### src/hdl/aoc_fifo.sv
// Small register-based FIFO with occupancy count.
module aoc_fifo #(
    parameter int WIDTH = 8,
    parameter int DEPTH = 4
) (
    input  logic                       clk,
    input  logic                       rst_n,
    input  logic                       push,
    input  logic [WIDTH-1:0]           wdata,
    input  logic                       pop,
    output logic [WIDTH-1:0]           rdata,
    output logic [$clog2(DEPTH+1)-1:0] count,
    output logic                       full,
    output logic                       empty
);
    localparam int PTR_W = (DEPTH > 1) ? $clog2(DEPTH) : 1;
    localparam int CNT_W = $clog2(DEPTH+1);

    logic [WIDTH-1:0] mem_reg [DEPTH];
    logic [PTR_W-1:0] wr_ptr_reg, wr_ptr_next;
    logic [PTR_W-1:0] rd_ptr_reg, rd_ptr_next;
    logic [CNT_W-1:0] count_reg, count_next;
    logic             do_push, do_pop;

    assign full    = (count_reg == CNT_W'(DEPTH));
    assign empty   = (count_reg == '0);
    assign count   = count_reg;
    assign rdata   = mem_reg[rd_ptr_reg];
    assign do_push = push && !full;
    assign do_pop  = pop && !empty;

    always_comb
    begin
        wr_ptr_next = wr_ptr_reg;
        rd_ptr_next = rd_ptr_reg;
        count_next  = count_reg;
        if (do_push)
        begin
            wr_ptr_next = (wr_ptr_reg == PTR_W'(DEPTH-1)) ? '0 : wr_ptr_reg + 1'b1;
        end
        if (do_pop)
        begin
            rd_ptr_next = (rd_ptr_reg == PTR_W'(DEPTH-1)) ? '0 : rd_ptr_reg + 1'b1;
        end
        if (do_push && !do_pop)
        begin
            count_next = count_reg + 1'b1;
        end
        else if (do_pop && !do_push)
        begin
            count_next = count_reg - 1'b1;
        end
    end

    always_ff @(posedge clk or negedge rst_n)
    begin
        if (!rst_n)
        begin
            wr_ptr_reg <= '0;
            rd_ptr_reg <= '0;
            count_reg  <= '0;
        end
        else
        begin
            wr_ptr_reg <= wr_ptr_next;
            rd_ptr_reg <= rd_ptr_next;
            count_reg  <= count_next;
        end
    end

    always_ff @(posedge clk)
    begin
        if (do_push)
        begin
            mem_reg[wr_ptr_reg] <= wdata;
        end
    end

endmodule

### config.mk
export PLATFORM = sky130hd
export DESIGN_NAME = aoc_fifo
export DESIGN_NICKNAME = d
export VERILOG_FILES = /design/src/hdl/aoc_fifo.sv
export SDC_FILE = /design/constraint.sdc
export NUM_CORES = 1
export LEC_CHECK = 0
export BUFFER_PORTS_ARGS = -buffer_cell sky130_fd_sc_hd__buf_2
export CORE_UTILIZATION = 49
export DETAILED_ROUTE_END_ITERATION = 8
export GPL_TIMING_DRIVEN = 0
export PLACE_DENSITY = 0.76
export SYNTH_ARGS = -nofsm -noshare
export SYNTH_HDL_FRONTEND = slang
export SYNTH_SLANG_ARGS = --single-unit
### constraint.sdc
create_clock -name clk -period 1.8 [get_ports clk]
set_input_delay 0 -clock clk [delete_from_list [all_inputs] [get_ports clk]]
set_output_delay 0 -clock clk [all_outputs]
set_load 0.01 [all_outputs]
[After elaboration in Yosys (flattened, before gate mapping)]
Memory sizes are Yosys's and may differ from the RTL's.
Index checks and enable logic that the tools add are counted.
Widths: inputs -> output; s select.
Storage, ports and cells
  register bits after elaboration: 7
  memory bits (writable): 32
  bits of input ports: 12
  memories: 1
Operators by class
  add/subtract/negate cells: 4
  equal/unequal tests: 3
  muxes and demuxes: 6
  reduce and logical (&&, ||, !) cells: 10
Memories
  mem_reg: depth 4, width 8, read ports 1, clocked after Yosys merged registers in 0, write ports 1, line 19  | logic [WIDTH-1:0] mem_reg [DEPTH];
Operator list (count)
  $mux 3: 2
  $add 2x1->2 const B: 2
  $eq 2x2->1 const B: 2
  $logic_and 1x1->1: 4
  $logic_not 1->1: 4
  $mux 2: 2
  $add 3x1->3 const B: 1
  $eq 3x3->1 const B: 1
  $logic_not 3->1: 1
  $sub 3x1->3 const B: 1
  $mux 1: 2
  $reduce_bool 2->1: 1

[Logic depth before layout (Yosys ltp)]
  depth in word-level cells: 7
  mapped depth: 9

[Least setup slack after synthesis]
OpenSTA, ideal clock, no wires.
  path type: register to register
  start point: register count_reg[0], in the netlist count[0]
  end point: register count_reg[2], in the netlist count[2]
  library setup time: 79 ps
  data arrival time: 2038 ps
  data required time: 1721 ps
  slack: -317 ps
  stages on the path, launching flop included: 9
  clock period less this slack: 2117 ps
  cells stage by stage: dfrtp_1 nor3_1 nand2b_4 ha_1 inv_1 fa_1 xor2_1 nor2_1 xor2_1
Between the ends
  cells in the longest elaborated chain, start to end: 6
Ends and longest elaborated chain
  start, declared: line 22  | logic [CNT_W-1:0] count_reg, count_next;
  start signal, assigned: line 67  | count_reg <= count_next;
  $logic_not 3->1 (*): line 26  | assign empty = (count_reg == '0);
  via empty: line 14  | output logic empty
  $logic_not 1->1 (*): line 30  | assign do_pop = pop && !empty;
  $logic_and 1x1->1 (*): line 30
  $logic_not 1->1: line 45  | if (do_push && !do_pop)
  $logic_and 1x1->1: line 45
  $mux 3 or $reduce_bool 2->1 (tied branches)
The timed path passes the listed nets; every way through them passes the cells marked *. The select of a mux whose other input is x is not followed.
A chain may end at the register's enable or synchronous reset.

[Worst setup path after layout]
  start point: register count_reg[1], in the netlist count[1]
  end point: register count_reg[1], in the netlist count[1]
Between the ends
  cells in the longest elaborated chain, start to end: 6
Ends and longest elaborated chain (line)
  parallel branches: the longest is 5 deep, another holds $sub 3x1->3
  $mux 3 (*): 45
  via count_next[1]: 22
Mark *: on every way through the listed nets, which the timed path passes. The select of a mux whose other input is x is not followed.

==> results.yml <==
synthesis:
  gate_count_of_the_mapped_netlist: 79
  mappedNetlistNets: 98
  edff_count_synth: 32
  synth-adder-area-share: 0.0587
  post-synth-top-area-fraction: 0.593
  complex_gate_fraction_of_the_synthesized_area: 0
  ys_types: 19
  cell_with_the_most_instances_after_synthesis: "edfxtp_1"
  synth_commonest_cells: "edfxtp_1, mux4_2, dfrtp_1"
  postSynth.topFlopCell: "edfxtp_1"
  area_contributors_post_synth: "edfxtp_1, mux4_2, dfrtp_1"
  synth_area_per_cell_sq_um: 20.5
  count_of_yosys_warnings_during_synthesis: 0
  synth_top_area_cell: "edfxtp_1"
  dominant_combinational_cell_family_by_area_after_synthesis: "multiplexers"
  synth.yosys.seq_area_share: 0.701
  muxShareOfSynthArea: 0.151
  synthesized_area_sq_um: 1620
  synth-async-reset-ratio: 0.179
  synth_xor_area_frac: 0.0162
  fraction_of_the_mapped_netlist_area_in_simple_logic_gates: 0.0541
  ys_seq_elements: 39
clocking:
  tritoncts_num_sinks: 39
  clk_latency_ns: 0.33
  clk_pin_slew_ns: 0.10
  cts_tree: "built"
  cts_htree_levels: 2
  root_buffer: "clkbuf_4"
  clk_path_buf_depth: 2
  cts_buffers: 5
worst_setup_path:
  kind_of_start_point_of_the_critical_path: "flip-flop"
  critPathMaxFanout: 3
  worst-endpoint-arrival_ns: 2.03
  worst_path_required_ns: 2.03
  critPathKind: "flip-flop to flip-flop"
  r2r_cells: 6
  worstSetupEndpointType: "flip-flop"
power:
  power.switching_fraction: 0.318
  powerDensity_nw_per_um2: 1520
  internal_power_w: 0.00209
  vdd_drop_max_mv: 0.774
  p_clk_frac: 0.133
  leakage_nw: 0.779
  comb_power_share: 0.427
  power.sequential.fraction: 0.440
  total_switching_power_w: 0.000975
  power_consumption_w: 0.00307
floorplanning:
  coreArea_sq_um: 3100
  placementRows: 20
  die_height_microns: 59.5
  die_w_microns: 59.5
  initial_utilization: 0.522
  floorplan.die_area_sq_um: 3540
  num_io_pins: 25
sta:
  grt_setup_unrepaired: "yes"
  fin_max_slew_vios: 0
  finalClockSkew_ns: 0.00284
  post-route-min-period_ns: 1.81
  relSlewSlack: 0.651
  setup_viol_count_final: 1
  period_share: 1.00
  fmax_ghz: 0.554
  layout_setup_ws_ns: -0.00524
  holdWs_ns: 0.0167
  timing_hold_violations_final: 0
  tightestPinTransition_ns: 0.524
  setup_total_negative_slack_ns: -0.00524
detailed_routing:
  remaining_drc_errors: 0
  drt_pass1_iterations: 5
  total_wire_length_after_detailed_routing_mm: 2.53
  drt-vias-per-instance: 4.88
  drt_first_iter_violations: 25
  average_detailed_routed_wire_length_per_instance_microns: 14.9
  drtAntennaViolNets: 0
  dr_total_vias: 829
global_route:
  globalRouteTotalUtil: 0.165
  grt_antenna_before_repair: 0
  global_route_wire_length_before_repair_mm: 3.91
  grt_max_degree: 12
  grt_pass1_vias: 869
  grt_remaining_overflow: 0
placed_design:
  instance_area_at_placement_sq_um: 1820
  detailed_place_hpwl_mm: 1.65
  detailedPlace.worstSlack_ns: -0.108
  buffer_ports.inserted: 24
  place.gp.congestion: 0.689
layout:
  finalInstanceArea_sq_um: 2020
  drive_above_1_share: 0.508
  antenna-diode-count: 0
  synthToLayoutAreaGrowth_pct: 24.7
  final_nets: 144
  number_of_flip_flops_in_the_largest_register: 32
run_status:
  violated_checks: "setup timing"
  outcome: "finished with violations"
job:
  drv_cap: 0
worst_hold_path:
  hold_path.class: "input pin to asynchronous set/reset pin"
[layer usage]
| metal | track usage | part of all wire | vias to the layer above |
|---|---|---|---|
| met5 | 0 | 0 | - |
| met4 | 0.0698 | 0.017 | 0 |
| met3 | 0.0590 | 0.040 | 6 |
| met2 | 0.289 | 0.56 | 22 |
| met1 | 0.182 | 0.39 | 408 |
| li1 | - | - | 393 |
[kinds of logic (layout without fill, tap and decap cells)]
family / count (synthesis) / in the layout
xor+xnor: 3 / 3
fa+ha+maj: 7 / 7
buf+inv: 6 / 53
flops: 39 / 39
mux: 13 / 13
simple gates: 11 / 11
[stage by stage]
| stage | instances | util |
|---|---|---|
| finish | 170 | 0.651 |
| global route | 170 | 0.651 |
| CTS | 170 | 0.649 |
| detailed placement | 147 | 0.587 |
| global placement | 147 | 0.587 |
| floorplan | 79 | - |
[worst max-delay path, cell delays in order, from the launching register on]
cell	delay, ns
dfrtp_2	0.46
nor3b_4	0.25
nor2b_4	0.08
ha_4	0.17
inv_2	0.05
fa_2	0.41
mux2_4	0.28
[worst paths after layout]
path,from,end,slack (ns)
setup / recovery,count[1],count[1],-0.005
hold / removal,rst_n,count[2],0.02
setup reg to reg,count[1],count[1],-0.005
hold reg to reg,wr_ptr_reg[1],wr_ptr_reg[1],0.61
max in group asynchronous,rst_n,count[0],1.61
min in group clk,pop,count[0],0.08
[power by group through the flow]
stage          Clock [W]  Sequential [W]  Combinational [W]
2_1_floorplan          0         0.00138           0.000805
3_3_place_gp           0         0.00138            0.00110
3_5_place_dp           0         0.00140            0.00113
4_1_cts         0.000423         0.00135            0.00128
5_1_grt         0.000457         0.00137            0.00144
6_report        0.000408         0.00135            0.00131
[cell usage in the layout, fill, tap and decap left out]
| master | synthesis | layout |
|---|---|---|
| edfxtp_1 | 32 | 32 |
| buf_2 | 1 | 24 |
| dlygate4sd3_1 | 0 | 9 |
| mux4_2 | 8 | 8 |
| clkbuf_4 | 0 | 6 |
| buf_4 | 0 | 6 |
| ha_1 | 6 | 5 |
| and2_2 | 4 | 4 |
| dfrtp_1 | 7 | 4 |
| mux2_4 | 2 | 3 |
| nor2_1 | 3 | 3 |
| clkbuf_1 | 0 | 3 |
| dfrtp_2 | 0 | 3 |
| inv_1 | 3 | 2 |
| mux2_2 | 3 | 2 |
| xor2_1 | 2 | 2 |
| nor3b_4 | 1 | 1 |
| nor2b_4 | 0 | 1 |
| nor3_4 | 0 | 1 |
| buf_1 | 1 | 1 |
| nand2b_4 | 1 | 1 |
| inv_2 | 0 | 1 |
| xnor2_1 | 1 | 1 |
| fa_2 | 0 | 1 |
| ha_4 | 0 | 1 |
| buf_6 | 1 | 1 |
[area by class of cell]
class / count / area, sq um
inverters: 3 / 11.3
repair buffers: 40 / 267
multi-input cells: 34 / 488
plain buffers: 2 / 11.3
fillers: 214 / 1080
well taps: 44 / 55.1
flip-flops and latches: 39 / 1140
clock buffers: 8 / 48.8
[repair_timing]
item | 4_1_cts | 5_1_grt
setup endpoints to repair | 2 | 10
hold buffers | 9 | 0
pin swaps | 3 | 1
hold endpoints to repair | 39 | 0
resized for setup | 3 | 3
buffers inserted | 6 | 1
No activity file was read; power rests on OpenSTA's default activity.
