<file path="config.mk">
export PLATFORM = sky130hd
export DESIGN_NAME = aoc_front
export DESIGN_NICKNAME = d
export VERILOG_FILES = /design/src/hdl/aoc_pkg.sv /design/src/hdl/aoc_front.sv
export SDC_FILE = /design/constraint.sdc
export NUM_CORES = 2
export LEC_CHECK = 0
export BUFFER_PORTS_ARGS = -buffer_cell sky130_fd_sc_hd__clkbuf_2
export CAP_MARGIN = 20
export CORE_MARGIN = 2
export CORE_UTILIZATION = 41
export DETAILED_ROUTE_END_ITERATION = 6
export GPL_TIMING_DRIVEN = 0
export PLACE_DENSITY = 0.63
export REMOVE_ABC_BUFFERS = 1
export SLEW_MARGIN = 20
export SYNTH_ARGS = -nofsm -noshare
export SYNTH_HDL_FRONTEND = slang
export SYNTH_SLANG_ARGS = --single-unit
export TNS_END_PERCENT = 50
</file>
<file path="constraint.sdc">
create_clock -name clk -period 5.8 [get_ports clk]
set_clock_uncertainty 0.1 [all_clocks]
set_input_delay 0.29 -clock clk [delete_from_list [all_inputs] [get_ports clk]]
set_output_delay 0.29 -clock clk [all_outputs]
set_load 0.05 [all_outputs]
</file>
<file path="src/hdl/aoc_pkg.sv">
// Shared types and constants of the ARGB over compositor.
package aoc_pkg;

    typedef enum logic [1:0] {
        MODE_KEEP   = 2'd0,
        MODE_MASK   = 2'd1,
        MODE_OPAQUE = 2'd2
    } mode_t;

    localparam logic [1:0] CFG_BOTTOM_MODE = 2'd0;
    localparam logic [1:0] CFG_TOP_MODE    = 2'd1;

    localparam int NUM_W   = 26;
    localparam int DEN_W   = 16;
    localparam int Q_STEPS = 8;

    localparam logic [7:0] ALPHA_OPAQUE = 8'hFF;

    typedef struct packed {
        logic             zero;
        logic [7:0]       ar;
        logic [DEN_W-1:0] den;
        logic [NUM_W-1:0] num_r;
        logic [NUM_W-1:0] num_g;
        logic [NUM_W-1:0] num_b;
    } mid_entry_t;

endpackage

</file>
<file path="src/hdl/aoc_front.sv">
// Front end: alpha selection, result alpha and per-channel numerators.
module aoc_front (
    input  logic                clk,
    input  logic                rst_n,
    input  logic                in_valid,
    input  logic [31:0]         bottom_pixel,
    input  logic [31:0]         top_pixel,
    input  logic                bottom_mask_bit,
    input  logic                top_mask_bit,
    input  aoc_pkg::mode_t      bottom_mode,
    input  aoc_pkg::mode_t      top_mode,
    output logic [1:0]          busy,
    output logic                out_valid,
    output aoc_pkg::mid_entry_t out_entry
);
    logic        v1_reg, v2_reg;
    logic [7:0]  a1, a2;
    logic [7:0]  a1_reg, a2_reg;
    logic [23:0] c1_reg, c2_reg;
    logic [15:0] tmp_reg, w1_reg, a2k_reg;
    logic [16:0] div_sum;
    logic [7:0]  q255;
    logic [8:0]  a_sum;
    logic [7:0]  ar;
    aoc_pkg::mid_entry_t entry_next, entry_reg;

    always_comb
    begin
        case (bottom_mode)
            aoc_pkg::MODE_MASK:   a1 = bottom_mask_bit ? 8'd0 : aoc_pkg::ALPHA_OPAQUE;
            aoc_pkg::MODE_OPAQUE: a1 = aoc_pkg::ALPHA_OPAQUE;
            default:              a1 = bottom_pixel[31:24];
        endcase
        case (top_mode)
            aoc_pkg::MODE_MASK:   a2 = top_mask_bit ? 8'd0 : aoc_pkg::ALPHA_OPAQUE;
            aoc_pkg::MODE_OPAQUE: a2 = aoc_pkg::ALPHA_OPAQUE;
            default:              a2 = top_pixel[31:24];
        endcase
    end

    // x/255 for x up to 65279, where the quotient fits 8 bits: (x + (x>>8) + 1) >> 8
    assign div_sum = {1'b0, tmp_reg} + {9'd0, tmp_reg[15:8]} + 17'd1;
    assign q255    = div_sum[15:8];
    assign a_sum   = {1'b0, a1_reg} + {1'b0, q255};
    assign ar      = (a_sum > {1'b0, a2_reg}) ? a_sum[7:0] : a2_reg;

    // products are sized by the NUM_W-wide destination
    always_comb
    begin
        entry_next.zero  = (ar == 8'd0);
        entry_next.ar    = ar;
        entry_next.den   = {ar, 8'd0} - {8'd0, ar};
        entry_next.num_r = c1_reg[23:16] * w1_reg + c2_reg[23:16] * a2k_reg;
        entry_next.num_g = c1_reg[15:8] * w1_reg + c2_reg[15:8] * a2k_reg;
        entry_next.num_b = c1_reg[7:0] * w1_reg + c2_reg[7:0] * a2k_reg;
    end

    always_ff @(posedge clk or negedge rst_n)
    begin
        if (!rst_n)
        begin
            v1_reg <= 1'b0;
            v2_reg <= 1'b0;
        end
        else
        begin
            v1_reg <= in_valid;
            v2_reg <= v1_reg;
        end
    end

    always_ff @(posedge clk)
    begin
        a1_reg    <= a1;
        a2_reg    <= a2;
        c1_reg    <= bottom_pixel[23:0];
        c2_reg    <= top_pixel[23:0];
        tmp_reg   <= (8'hFF - a1) * a2;
        w1_reg    <= a1 * (8'hFF - a2);
        a2k_reg   <= {a2, 8'd0} - {8'd0, a2};
        entry_reg <= entry_next;
    end

    assign busy      = {1'b0, v1_reg} + {1'b0, v2_reg};
    assign out_valid = v2_reg;
    assign out_entry = entry_reg;

endmodule

</file>
=== After elaboration in Yosys (flattened, before gate mapping) ===
Index checks and enable logic that the tools add are counted.
W data, S select, Z words.

* Flip-flop bits (word level): 214
* Bits of input ports: 73
* Logic and storage cells: 45

* Add/subtract/negate cells: 11
* Multipliers: 8
* $lt $le $gt $ge: 1
* Eq/ne operators: 4
* Multiplexer cells: 5
* Reductions and logical operators: 1

{| class="wikitable"
|+ Operators by type and width
! kind !! number
|-
| $mul A8 B16 Y24 || 6
|-
| $add A24 B24 Y25 || 3
|-
| $mul A9 B9 Y16 || 2
|-
| $pmux W8 S2 || 2
|-
| $sub A16 B8 Y16 || 2
|-
| $mux W8 || 3
|-
| $sub A8 B8 Y9 const A || 2
|-
| $add A16 B1 Y16 const B || 1
|-
| $add A16 B8 Y16 || 1
|-
| $add A8 B8 Y9 || 1
|-
| $gt A9 B8 Y1 || 1
|-
| $logic_not A8 Y1 || 1
|-
| $eq A2 B1 Y1 const B || 2
|-
| $eq A2 B2 Y1 const B || 2
|-
| $add A1 B1 Y2 || 1
|}

=== Longest topological paths before layout ===
* Depth in word-level cells: 6
* Depth in mapped cells: 29
* Mapped depth without buffers: 28

=== Least setup slack after synthesis ===
Ideal clock, no wire load.

* Path kind: register to register
* Start: reg tmp_reg[9]
* End: reg entry_reg, in the netlist out_entry[88]
* Data arrival time: 5.971 ns
* Required time: 5.579 ns
* Path slack: -0.392 ns
* Stages on the path, launching flop included: 27
* Buffers on the path: 1
* Clock period less this slack: 6.192 ns
* Cell sequence: dfxtp_1 ha_1 o21a_1 o21a_1 o2111ai_1 a311oi_1 and3_1 nand2_1 xnor2_1 ha_1 o21a_1 o31a_1 o31a_1 a21oi_1 ha_1 a21o_1 a21oi_1 or2b_1 a31oi_2 nand2_2 buf_6 o21ai_0 ha_1 or3b_2 o31ai_2 a21oi_1 mux2_2

{| class="wikitable"
|+ RTL lines
! element !! line !! text
|-
| start, declared || aoc_front.sv:20 || <nowiki>logic [15:0] tmp_reg, w1_reg, a2k_reg;</nowiki>
|-
| start signal, assigned || aoc_front.sv:78 || <nowiki>tmp_reg <= (8'hFF - a1) * a2;</nowiki>
|-
| end signal, assigned || aoc_front.sv:81 || <nowiki>entry_reg <= entry_next;</nowiki>
|-
| end, declared || aoc_front.sv:25 || <nowiki>aoc_pkg::mid_entry_t entry_next, entry_reg;</nowiki>
|}

==> impl.org <==
** STA
- Post-route setup TNS :: -2650 ps
- Setup violations remaining at the end of the flow were counted as 18.
- At the pin with the least slew margin, the transition time is around 920 ps.
- Final Critical Period :: just over 6000 ps
- Max-slew violations :: 0
- Measured against its own limit, the worst slew margin works out to 37.7%.
- Final critical-path share of the clock period :: 106%
- Setup slack of the critical path after layout :: -324 ps
- Final number of hold-violating endpoints :: 0
- Peak Freq :: ~160 MHz
- Unrepaired setup endpoints after global routing :: true

** Synthesis
- Count of cell types in the netlist :: 72
- Synthesis Warnings :: 0
- Most used flip-flop cell after synthesis :: dfxtp_1
- The synthesized netlist occupies a cell area of roughly 34000 sq um.
- The share of the Yosys chip area taken by registers is 12.5%.
- Summed over its instances, the top area cell type makes up 41.3% of the synthesized netlist area.
- Area leader, netlist :: fa_1
- EDFF count, synth :: 0
- Post-Synthesis Cells :: ~3700
- Flip-flop and latch count after synthesis :: ~210
- By area the synthesized netlist is led by fa_1, dfxtp_1, ha_1.
- Syn avg cell area :: about 9.2 sq um
- Counting flops with an async set or reset pin after synthesis yields a share of less than 1%.

** Critical path
- Data arrival, critical path :: about 6600 ps
- Critical path data required time :: 6250 ps
- Along the worst path, the maximum fanout reaches 6.
- Category of the worst setup path capture point :: flip-flop
- Type of origin of the critical path :: flip-flop
- The number of cells on the worst reg-to-reg path is 21.
- Launch point of the worst reg-to-reg path :: c2_reg[12]$_DFF_P_
- Category of the critical setup timing path :: reg2reg
- In this run the worst setup path terminates at out_entry[47]$_DFF_P_.
- The worst register-to-register path has a setup slack of -320 ps.
- Endpoint of the worst-slack reg-to-reg timing path :: out_entry[47]$_DFF_P_
- Launch point of the critical path :: c2_reg[12]$_DFF_P_

** Floorplan
- I/O pins :: between 150 and 200
- Core region area :: slightly above 80000 sq um
- In this run the core area contains ~110 standard-cell rows.
- Initial cell density of the core :: about two fifths
- The die is 292 microns tall.
- The die is 292 microns wide.
- Full die area :: between 80000 and 90000 sq um

** Outcome
- Violations in the final reports :: negative setup slack
- Status :: complete, but fails checks

** Finish
- Most common cell after layout, fill and taps aside :: inv_1
- The register with the most flip-flops in the layout has 99 of them.
- The final layout contains 5186 nets.
- Leading cell types in the layout, fill and taps excluded :: inv_1, fa_1, nand2_1
- The post-route netlist has 19.6% of its cells at a drive strength greater than 1.
- After the flow finishes, the layout carries non-filler instances totaling roughly 5200.
- Fin area :: 41900 sq um
- P&R area growth vs syn :: 23.2%
- The layout has approximately 7500 filler cells.

** Job
- Max-cap violations in this run came to 0.

** Global routing
- The number of antenna violations at the first check in global routing is 2.
- Global routing finished with a remaining overflow of 0.
- Global routing used a little under a quarter of the available tracks.
- The first global-routing pass estimated around 150000 microns of wire.
- Vias in the first global route :: around 27000
- Entering global routing, the biggest net connects 25 pins.

** Routing
- The pre-antenna-repair detailed-routing pass consisted of 5 iterations.
- Vias per std cell :: approximately 5
- Average detailed-routed wire length per instance :: between 15 and 20 microns
- ANT nets after route :: 0
- For this block, the initial DRC count from the detailed router was about 1500.
- Post-Route WL :: ~95000 microns
- Total via count in the routed design :: between 20000 and 30000
- Number of DRC violations after detailed routing :: 0

** Min path
- The tightest min-delay check is of the in2reg type.
- The startpoint identified for the worst hold timing path is bottom_pixel[30].

** Clock tree
- Depth of the CTS H-tree :: 1
- Clock Latency Late Sink :: between 600 and 700 ps
- TritonCTS built the clock tree.
- Total CTS buffers :: 31
- CTS Root Buffer Type :: clkbuf_16
- The longest clock path from root to sink contains 3 buffers.
- After clock tree synthesis, the clock-pin slew on the worst setup and hold paths is ~60 ps.
- The clock drives between 200 and 250 sinks.

** Placement
- At the end of routability-driven placement, the weighted congestion stood at 0.819.
- The wire-length estimate of the detail-placed layout is a little over 60000 microns.
- Summing all placed instances gives a cell area of between 30000 and 40000 sq um.
- Placed Cells :: roughly 4800
- IO buf count :: around 180
[cells in the mapped netlist (9+ instances only)]
cell / count
nor3_1: 19
nand2_1: 511
a21o_1: 29
and2_1: 349
ha_1: 327
nand2b_1: 9
clkbuf_1: 124
nand3_1: 21
fa_1: 702
a31oi_1: 9
nor2_1: 135
dfxtp_1: 210
xor2_1: 24
inv_1: 831
nor2b_1: 10
clkinv_1: 11
a21oi_1: 78
o21ai_0: 52
and3_1: 14
o21a_1: 17
xnor2_1: 73
[worst max-delay path: stages, from the launching register on]
cell and delay [ps]:
dfxtp_4 370, buf_12 140, and2_4 160, fa_1 580, inv_2 50, fa_1 530
inv_1 50, fa_1 470, inv_1 50, fa_1 550, fa_1 430, fa_1 560
inv_2 60, ha_4 260, nand3_4 70, nor2_2 40, and2_4 150, a2111oi_4 540
nor3_4 100, o41ai_4 380, nor2b_4 230, xnor2_2 150
[cells by family (layout without fill, tap and decap cells)]
kind of cell    Yosys count  in the layout  synth area share [%]
compound gates          253            253                  4.82
simple gates           1107           1107                  15.6
mux                      14             14                 0.474
fa+ha+maj              1029           1029                  53.3
buf+inv                 973           1393                  10.8
other cells               1              4                0.0110
flops                   212            212                  12.5
xor+xnor                 97             97                  2.50
[metrics by stage]
step	utilization (%)	setup slack [ps]	hold WS, ps
detailed placement	43.6	-1600	-23.6
floorplan	-	-424	-106
CTS	49.7	-259	8.77
finish	51.1	-324	39.0
global route	51.1	-510	13.8
global placement	43.5	-2110	-24.3
[per-layer routing]
metal | global-route usage [%] | part of all wire [%]
met5 | 0 | 0.019
met4 | 8.76 | 5.1
met3 | 4.48 | 7.2
met2 | 36.9 | 46
met1 | 30.1 | 42
[final cells by class]
class                           count  area, sq um  area share, %
Clock inverter                     17          228          0.543
Inverter                          844         3210           7.65
Antenna cell                        1         2.50        0.00597
Tap cell                         1070         1340           3.19
Timing Repair Buffer              492         4390           10.5
Sequential cell                   212         4520           10.8
Multi-Input combinational cell   2503        27400           65.4
Clock buffer                       40          840           2.00
[worst min path at each step]
stage,cells past startpoint,slack [ps],endpoint
2_1_floorplan,0,-110,out_valid$_DFF_PN0_
3_3_place_gp,1,-20,out_valid$_DFF_PN0_
3_5_place_dp,1,-20,out_valid$_DFF_PN0_
4_1_cts,3,9,a2k_reg[9]$_DFF_P_
5_1_grt,3,10,a2k_reg[10]$_DFF_P_
6_report,3,40,a1_reg[6]$_DFF_P_
[what timing repair did]
action | in CTS | in global routing
gates resized for setup | 303 | 172
hold endpoints to repair | 53 | 1
buffers inserted | 214 | 42
hold buffers | 53 | 1
endpoints found under the setup margin | 59 | 49
cloned | 2 | 1
pin swaps | 113 | 115
Power is left out: the tool's default activity adds up to more than one toggle a clock period on the data nets, which glitch-free logic cannot reach.
