### config.mk
export PLATFORM = sky130hd
export DESIGN_NAME = aoc_back
export DESIGN_NICKNAME = d
export VERILOG_FILES = /design/src/hdl/aoc_pkg.sv /design/src/hdl/aoc_back.sv
export SDC_FILE = /design/constraint.sdc
export NUM_CORES = 2
export LEC_CHECK = 0
export ABC_CLOCK_PERIOD_IN_PS = 5900
export BUFFER_PORTS_ARGS = -buffer_cell sky130_fd_sc_hd__buf_4
export CORE_MARGIN = 1.5
export CORE_UTILIZATION = 50
export CTS_BUF_LIST = sky130_fd_sc_hd__clkbuf_4 sky130_fd_sc_hd__clkbuf_8 sky130_fd_sc_hd__clkbuf_16
export DETAILED_ROUTE_END_ITERATION = 6
export MAX_ROUTING_LAYER = met4
export PLACE_DENSITY = 0.62
export SLEW_MARGIN = 20
export SYNTH_ARGS = -nofsm -noshare
export SYNTH_HDL_FRONTEND = slang
export SYNTH_SLANG_ARGS = --single-unit
### constraint.sdc
create_clock -name clk -period 5.9 [get_ports clk]
set_input_delay 0 -clock clk [delete_from_list [all_inputs] [get_ports clk]]
set_output_delay 0 -clock clk [all_outputs]
set_load 0.01 [all_outputs]
### src/hdl/aoc_pkg.sv
// Shared types and constants of the ARGB over compositor.
package aoc_pkg;

    typedef enum logic [1:0] {
        MODE_KEEP   = 2'd0,
        MODE_MASK   = 2'd1,
        MODE_OPAQUE = 2'd2
    } mode_t;

    localparam logic [1:0] CFG_BOTTOM_MODE = 2'd0;
    localparam logic [1:0] CFG_TOP_MODE    = 2'd1;

    localparam int NUM_W   = 26;
    localparam int DEN_W   = 16;
    localparam int Q_STEPS = 8;

    localparam logic [7:0] ALPHA_OPAQUE = 8'hFF;

    typedef struct packed {
        logic             zero;
        logic [7:0]       ar;
        logic [DEN_W-1:0] den;
        logic [NUM_W-1:0] num_r;
        logic [NUM_W-1:0] num_g;
        logic [NUM_W-1:0] num_b;
    } mid_entry_t;

endpackage

### src/hdl/aoc_back.sv
// Back end: pipelined restoring dividers for the three color channels.
module aoc_back #(
    parameter int OUT_DEPTH = 16
) (
    input  logic                           clk,
    input  logic                           rst_n,
    input  logic                           mid_empty,
    input  aoc_pkg::mid_entry_t            mid_entry,
    output logic                           mid_pop,
    input  logic [$clog2(OUT_DEPTH+1)-1:0] out_count,
    output logic                           out_push,
    output logic [31:0]                    out_pixel
);
    localparam int STAGES = aoc_pkg::Q_STEPS + 1;
    localparam int FL_W   = $clog2(STAGES + 1);
    localparam int NW     = aoc_pkg::NUM_W;

    logic                    valid_reg [STAGES];
    logic [NW-1:0]           rem_reg   [STAGES][3];
    logic [NW-1:0]           rem_next  [STAGES][3];
    logic [7:0]              quo_reg   [STAGES][3];
    logic [7:0]              quo_next  [STAGES][3];
    logic                    sat_reg   [STAGES][3];
    logic [aoc_pkg::DEN_W-1:0] den_reg [STAGES];
    logic [7:0]              ar_reg    [STAGES];
    logic                    zero_reg  [STAGES];
    logic [FL_W-1:0]         inflight_reg, inflight_next;
    logic [NW-1:0]           num_in    [3];
    logic [NW-1:0]           dsh;
    logic [7:0]              chan      [3];

    assign num_in[0] = mid_entry.num_r;
    assign num_in[1] = mid_entry.num_g;
    assign num_in[2] = mid_entry.num_b;

    assign mid_pop = !mid_empty
                   && ((int'(out_count) + int'(inflight_reg)) < OUT_DEPTH);

    // one quotient bit per stage after the first, MSB first
    always_comb
    begin
        for (int s = 0; s < STAGES; s++)
        begin
            for (int ch = 0; ch < 3; ch++)
            begin
                rem_next[s][ch] = rem_reg[s][ch];
                quo_next[s][ch] = quo_reg[s][ch];
            end
        end
        for (int s = 1; s < STAGES; s++)
        begin
            dsh = NW'(den_reg[s-1]) << (aoc_pkg::Q_STEPS - s);
            for (int ch = 0; ch < 3; ch++)
            begin
                if (rem_reg[s-1][ch] >= dsh)
                begin
                    rem_next[s][ch] = rem_reg[s-1][ch] - dsh;
                    quo_next[s][ch] = quo_reg[s-1][ch]
                                    | (8'd1 << (aoc_pkg::Q_STEPS - s));
                end
                else
                begin
                    rem_next[s][ch] = rem_reg[s-1][ch];
                    quo_next[s][ch] = quo_reg[s-1][ch];
                end
            end
        end
    end

    assign inflight_next = inflight_reg + FL_W'(mid_pop) - FL_W'(valid_reg[STAGES-1]);

    always_ff @(posedge clk or negedge rst_n)
    begin
        if (!rst_n)
        begin
            inflight_reg <= '0;
            for (int s = 0; s < STAGES; s++)
            begin
                valid_reg[s] <= 1'b0;
            end
        end
        else
        begin
            inflight_reg <= inflight_next;
            valid_reg[0] <= mid_pop;
            for (int s = 1; s < STAGES; s++)
            begin
                valid_reg[s] <= valid_reg[s-1];
            end
        end
    end

    always_ff @(posedge clk)
    begin
        den_reg[0]  <= mid_entry.den;
        ar_reg[0]   <= mid_entry.ar;
        zero_reg[0] <= mid_entry.zero;
        for (int ch = 0; ch < 3; ch++)
        begin
            rem_reg[0][ch] <= num_in[ch];
            quo_reg[0][ch] <= 8'd0;
            sat_reg[0][ch] <= num_in[ch] >= {2'd0, mid_entry.den, 8'd0};
        end
        for (int s = 1; s < STAGES; s++)
        begin
            den_reg[s]  <= den_reg[s-1];
            ar_reg[s]   <= ar_reg[s-1];
            zero_reg[s] <= zero_reg[s-1];
            for (int ch = 0; ch < 3; ch++)
            begin
                rem_reg[s][ch] <= rem_next[s][ch];
                quo_reg[s][ch] <= quo_next[s][ch];
                sat_reg[s][ch] <= sat_reg[s-1][ch];
            end
        end
    end

    always_comb
    begin
        for (int ch = 0; ch < 3; ch++)
        begin
            chan[ch] = sat_reg[STAGES-1][ch] ? 8'hFF : quo_reg[STAGES-1][ch];
        end
    end

    assign out_push  = valid_reg[STAGES-1];
    assign out_pixel = zero_reg[STAGES-1] ? 32'd0
                     : {ar_reg[STAGES-1], chan[0], chan[1], chan[2]};

endmodule

# Yosys cells after proc, flatten, opt, wreduce, memory -nomap -nowiden
# Memory sizes are Yosys's and may differ from the RTL's.
# Cells that the tools add are included.
[classes]
n_addsub = 27
order_cmp = 28
mux = 52
reduce_logical = 2
[op_table]
columns = ["op", "count"]
rows = [
  ["$mux 26", 24],
  ["$ge 26x16->1", 3],
  ["$ge 26x17->1", 3],
  ["$ge 26x18->1", 3],
  ["$ge 26x19->1", 3],
  ["$ge 26x20->1", 3],
  ["$ge 26x21->1", 3],
  ["$ge 26x22->1", 3],
  ["$ge 26x23->1", 3],
  ["$ge 26x24->1", 3],
  ["$sub 26x16->26", 3],
  ["$sub 26x17->26", 3],
  ["$sub 26x18->26", 3],
  ["$sub 26x19->26", 3],
  ["$sub 26x20->26", 3],
  ["$sub 26x21->26", 3],
  ["$sub 26x22->26", 3],
  ["$sub 26x23->26", 3],
  ["$mux 8", 6],
  ["$mux 32", 1],
  ["$mux 7", 3],
  ["$mux 6", 3],
  ["$mux 5", 3],
  ["$mux 4", 3],
  ["9 further kinds", 15],
]
[totals]
ff_bits = 13
ram_bits = 1170
input_bits = 111
out_inout_bits = 34
elab_cells = 125
memories = 6
[memory_table]
columns = ["name", "words", "width", "read_ports", "rd_clocked_by_memory_dff", "wr", "line_no", "text"]
rows = [
  ["rem_reg", 9, 78, 8, 0, 9, "aoc_back.sv:19", "logic [NW-1:0] rem_reg [STAGES][3];"],
  ["quo_reg", 9, 24, 9, 0, 9, "aoc_back.sv:21", "logic [7:0] quo_reg [STAGES][3];"],
  ["den_reg", 9, 16, 8, 0, 9, "aoc_back.sv:24", "logic [aoc_pkg::DEN_W-1:0] den_reg [STAGES];"],
  ["ar_reg", 9, 8, 9, 0, 9, "aoc_back.sv:25", "logic [7:0] ar_reg [STAGES];"],
  ["sat_reg", 9, 3, 9, 0, 9, "aoc_back.sv:23", "logic sat_reg [STAGES][3];"],
  ["zero_reg", 9, 1, 9, 0, 9, "aoc_back.sv:26", "logic zero_reg [STAGES];"],
]

# Logic depth before layout (Yosys ltp)
[depth]
word_depth = 5
ltp_mapped = 15
depth_no_buf = 14

# Least setup slack after synthesis
# No wires, ideal clock.
[synth_timing]
path_type = "reg2reg"
startpoint = "memory den_reg[0][80] in the netlist's numbering"
endpoint = "memory rem_reg[6][15] in the netlist's numbering"
setup_ns = 0.131
t_arrival_ns = 2.759
t_required_ns = 5.769
path_slack_ns = 3.010
stages_incl_launch_ff = 12
path_buffers = 1
period_less_slack_ns = 2.890
path_cell_list = "dfxtp_1 ha_1 inv_1 fa_1 a21oi_1 o2111ai_1 and3b_1 o311ai_0 a21oi_1 nor2_1 clkbuf_1 o21ai_0"
[synth_rtl]
columns = ["element", "line_no"]
rows = [
  ["start, declared", "aoc_back.sv:24"],
  ["end, declared", "aoc_back.sv:19"],
]

==> impl_metrics.py <==
metrics = {
    "logic_synthesis": {
        "top_cell_type_by_total_area_after_synthesis": "sky130_fd_sc_hd__dfxtp_1",
        "synth_flop_cell": "sky130_fd_sc_hd__dfxtp_1",
        "synth_top_family_by_area": "compound AO/OA/AOI/OAI gates",
        "ys_warn_count": 0,
        "post_synth_inst_count": 4780,
        "post_synth_num_cell_types": 89,
        "async_flop_share_pct": 1.33,
        "synthAdderAreaFrac_pct": 13.1,
        "synthesis.nets": 5352,
        "synth_enable_flop_cells": 0,
        "syn-mean-instance-area_sq_um": 9.48,
        "seq_area_frac_synth_pct": 43.5,
        "synth_mux_area_share_pct": 2.23,
        "synth_xor_area_share_pct": 6.78,
        "postSynthRegisterBits": 981,
        "yosys.area_share.simple_pct": 14.1,
        "cells_taking_the_most_area_after_synthesis": "sky130_fd_sc_hd__dfxtp_1 43%, sky130_fd_sc_hd__ha_1 12%, sky130_fd_sc_hd__a21oi_1 4.1%",
        "ys_top_cells_by_count": "968 x sky130_fd_sc_hd__dfxtp_1, 439 x sky130_fd_sc_hd__ha_1, 378 x sky130_fd_sc_hd__nor2_1, 368 x sky130_fd_sc_hd__a21oi_1, 319 x sky130_fd_sc_hd__nand2_1",
        "post-synth-top-area-fraction_pct": 42.8,
        "syn_area_sq_um": 45300,
        "synth_compound_area_share_pct": 17.1,
        "yosys.cell_count.top_type": "sky130_fd_sc_hd__dfxtp_1",
    },
    "power_and_ir_drop": {
        "switching_share_pct": 36.1,
        "pwr_total_uw": 26900,
        "seq_power_share_pct": 36.3,
        "ir_drop_mv": 0.251,
        "combPwrFrac_pct": 39.4,
        "power_density_nw_per_um2": 504,
        "power_switching_uw": 9680,
        "power.clock.fraction_pct": 24.3,
        "internal_power_uw": 17200,
        "power_leakage_uw": 0.0231,
    },
    "cells_and_area": {
        "area_delta_synth_final_pct": 17.5,
        "drive_gt1_share_pct": 9.33,
        "sequential_cell_area_in_the_final_layout_sq_um": 19700,
        "multi_input_area_sq_um": 24200,
        "largest_reg_flops": 624,
        "finish.instance_area_sq_um": 53300,
        "number_of_inserted_diodes": 0,
        "fillers": 7770,
        "nNetsFinal": 5739,
    },
    "global_route": {
        "grt_antenna_before_repair": 0,
        "wire_length_of_the_first_global_routing_pass_um": 189000,
        "grt_remaining_overflow": 0,
        "grt_max_degree": 34,
        "groute.usage.overall_pct": 26.9,
        "grt_pass1_vias": 34300,
    },
    "clocking": {
        "cts.htree.levels": 3,
        "cts.clk_slew.worst_paths_ps": 60,
        "clock-root-buffer": "sky130_fd_sc_hd__clkbuf_16",
        "clk_latency_ps": 690,
        "clock_sinks": 981,
        "tritoncts": "yes",
        "clock_tree.buffer_depth": 3,
        "cts_made_buffers": 100,
        "cts-resized-gates": 0,
    },
    "route": {
        "remaining_drcs": 0,
        "first_pass_iters": 5,
        "detail_route.vias_per_cell": 5.37,
        "num_vias": 34500,
        "drt-initial-drc-count": 1971,
        "final_antenna_net_count": 0,
        "drt_wl_total_um": 122000,
        "routedWlPerCell_um": 19.1,
    },
    "floorplan": {
        "fp.dieArea_sq_um": 92500,
        "horizontal_die_dimension_um": 304,
        "core_area_sq_um": 89900,
        "rows": 110,
        "io_pins": 145,
        "floorplan.initialDensity_pct": 50.4,
        "die_h_um": 304,
    },
    "critical_path": {
        "cell_breakdown_of_the_critical_path": "inv_1 -> ha_1 -> nor2b_1 -> o31ai_1 -> a21oi_1 -> a21oi_1 -> o211a_1 -> clkinv_1 -> o2111ai_1 -> nor4_1 -> xor2_1",
        "worstPathRequired_ps": 6440,
        "reg2reg_setup_slack_ps": 2030,
        "worst_setup_path_end_kind": "flip-flop",
        "criticalPathCategory": "reg -> reg",
        "max_stage_delay_ps": 710,
        "critical-path-top-cell-by-count": "sky130_fd_sc_hd__a21oi_1",
        "timing.critical_path.from_type": "flip-flop",
        "cp_slowest_cell": "sky130_fd_sc_hd__o211a_1",
        "cp_max_fo": 28,
        "worstPathArrival_ps": 4410,
    },
    "timing": {
        "tightestPinTransition_ps": 1060,
        "worst_slew_margin_rel_pct": 29.0,
        "fmax_ghz": 0.259,
        "final_number_of_hold_violating_endpoints": 0,
        "min_period_over_period_pct": 65.5,
        "fin_worst_setup_slack_ps": 2030,
        "setup_viol": 0,
        "rsz0062_at_grt": "no",
        "skew_ps": 22.6,
        "report.final.slew_viol_count": 0,
        "setup_total_negative_slack_ps": 0,
        "finalWorstPathRequiredPeriod_ps": 3870,
    },
    "placed_design": {
        "post-dp-hpwl_um": 97100,
        "dp_worst_setup_slack_ps": 2020,
        "area_after_dpl_sq_um": 47700,
        "gp_congestion": 0.936,
        "number_of_buffers_added_on_ports": 144,
    },
    "status": {
        "status": "finished, final reports clean",
    },
    "min_path": {
        "classification_of_the_worst_slack_hold_path": "in -> reg",
    },
    "job": {
        "maxCapViolations": 0,
    },
}
## placed cells by master, fill, tap and decap left out, types with 162 or more instances in the layout
cell type,count
sky130_fd_sc_hd__dfxtp_1,967
sky130_fd_sc_hd__ha_1,439
sky130_fd_sc_hd__nor2_1,377
sky130_fd_sc_hd__a21oi_1,367
sky130_fd_sc_hd__nand2_1,319
sky130_fd_sc_hd__o21ai_0,301
sky130_fd_sc_hd__inv_1,282
sky130_fd_sc_hd__dlygate4sd3_1,209
sky130_fd_sc_hd__xnor2_1,194
sky130_fd_sc_hd__buf_4,162
## metrics by stage
step                      std cells  utilization, %  hold WS [ps]
after global placement         6032            53.1          -149
after global routing           6428            59.3          31.6
after floorplan                4780               -          -296
after detailed placement       6032            53.1          -147
final                          6428            59.3          58.0
after CTS                      6428            59.3          8.26
## power by group through the flow
stage / clock [uW] / sequential [uW] / combinational (uW)
after floorplan: 0 / 9310 / 8260
after global routing: 6970 / 9930 / 11900
after CTS: 6680 / 9730 / 10500
final: 6530 / 9750 / 10600
after global placement: 0 / 9900 / 10300
after detailed placement: 0 / 9870 / 10300
## timing repair
| action | 4_1_cts | 5_1_grt |
|---|---|---|
| endpoints found under the hold margin | 121 | 0 |
| hold buffers | 209 | 0 |
| buffers inserted | 0 | 0 |
## cell type report
class / count / share of cell area [%]
Clock buffer: 123 / 5.22
Clock inverter: 64 / 1.31
Inverter: 286 / 2.02
Multi-Input combinational cell: 3427 / 45.5
Sequential cell: 981 / 37.0
Tap cell: 1176 / 2.76
Timing Repair Buffer: 371 / 6.21
## cell families after synthesis
family	Yosys count
compound gates	1227
xor+xnor	351
fa+ha+maj	461
buf+inv	372
flops	981
mux	91
simple gates	1297
## worst max-delay path, delay by kind of cell (launching register included)
family,cells,cell delay [ps]
AOI/OAI and AO/OA,5,1910
buffers and inverters,2,640
DFF,1,460
adders and majority gates,1,310
and+or+nand+nor,2,240
xor gates and xnor gates,1,160
## layer usage
layer	global-route usage, %	vias up	routed length (um)
met5	-	-	0
met4	18.5	0	9340
met3	2.60	283	3630
met2	44.2	776	56600
met1	31.2	15600	52900
li1	-	17800	-
## worst paths after layout
check	depth (start not counted)	end	start
worst max-delay path	11	rem_reg[7][25]$_DFF_P_	den_reg[0][97]$_DFF_P_
worst min-delay path	2	den_reg[0][0]$_DFF_P_	mid_entry[78]
worst max register to register	11	rem_reg[7][25]$_DFF_P_	den_reg[0][97]$_DFF_P_
worst min register to register	0	quo_reg[8][7]$_DFF_P_	quo_reg[7][7]$_DFF_P_
max in group asynchronous	3	valid_reg[7]$_DFF_PN0_	rst_n
min in group asynchronous	3	out_push$_DFF_PN0_	rst_n
Power figures use the tool's default switching activity.
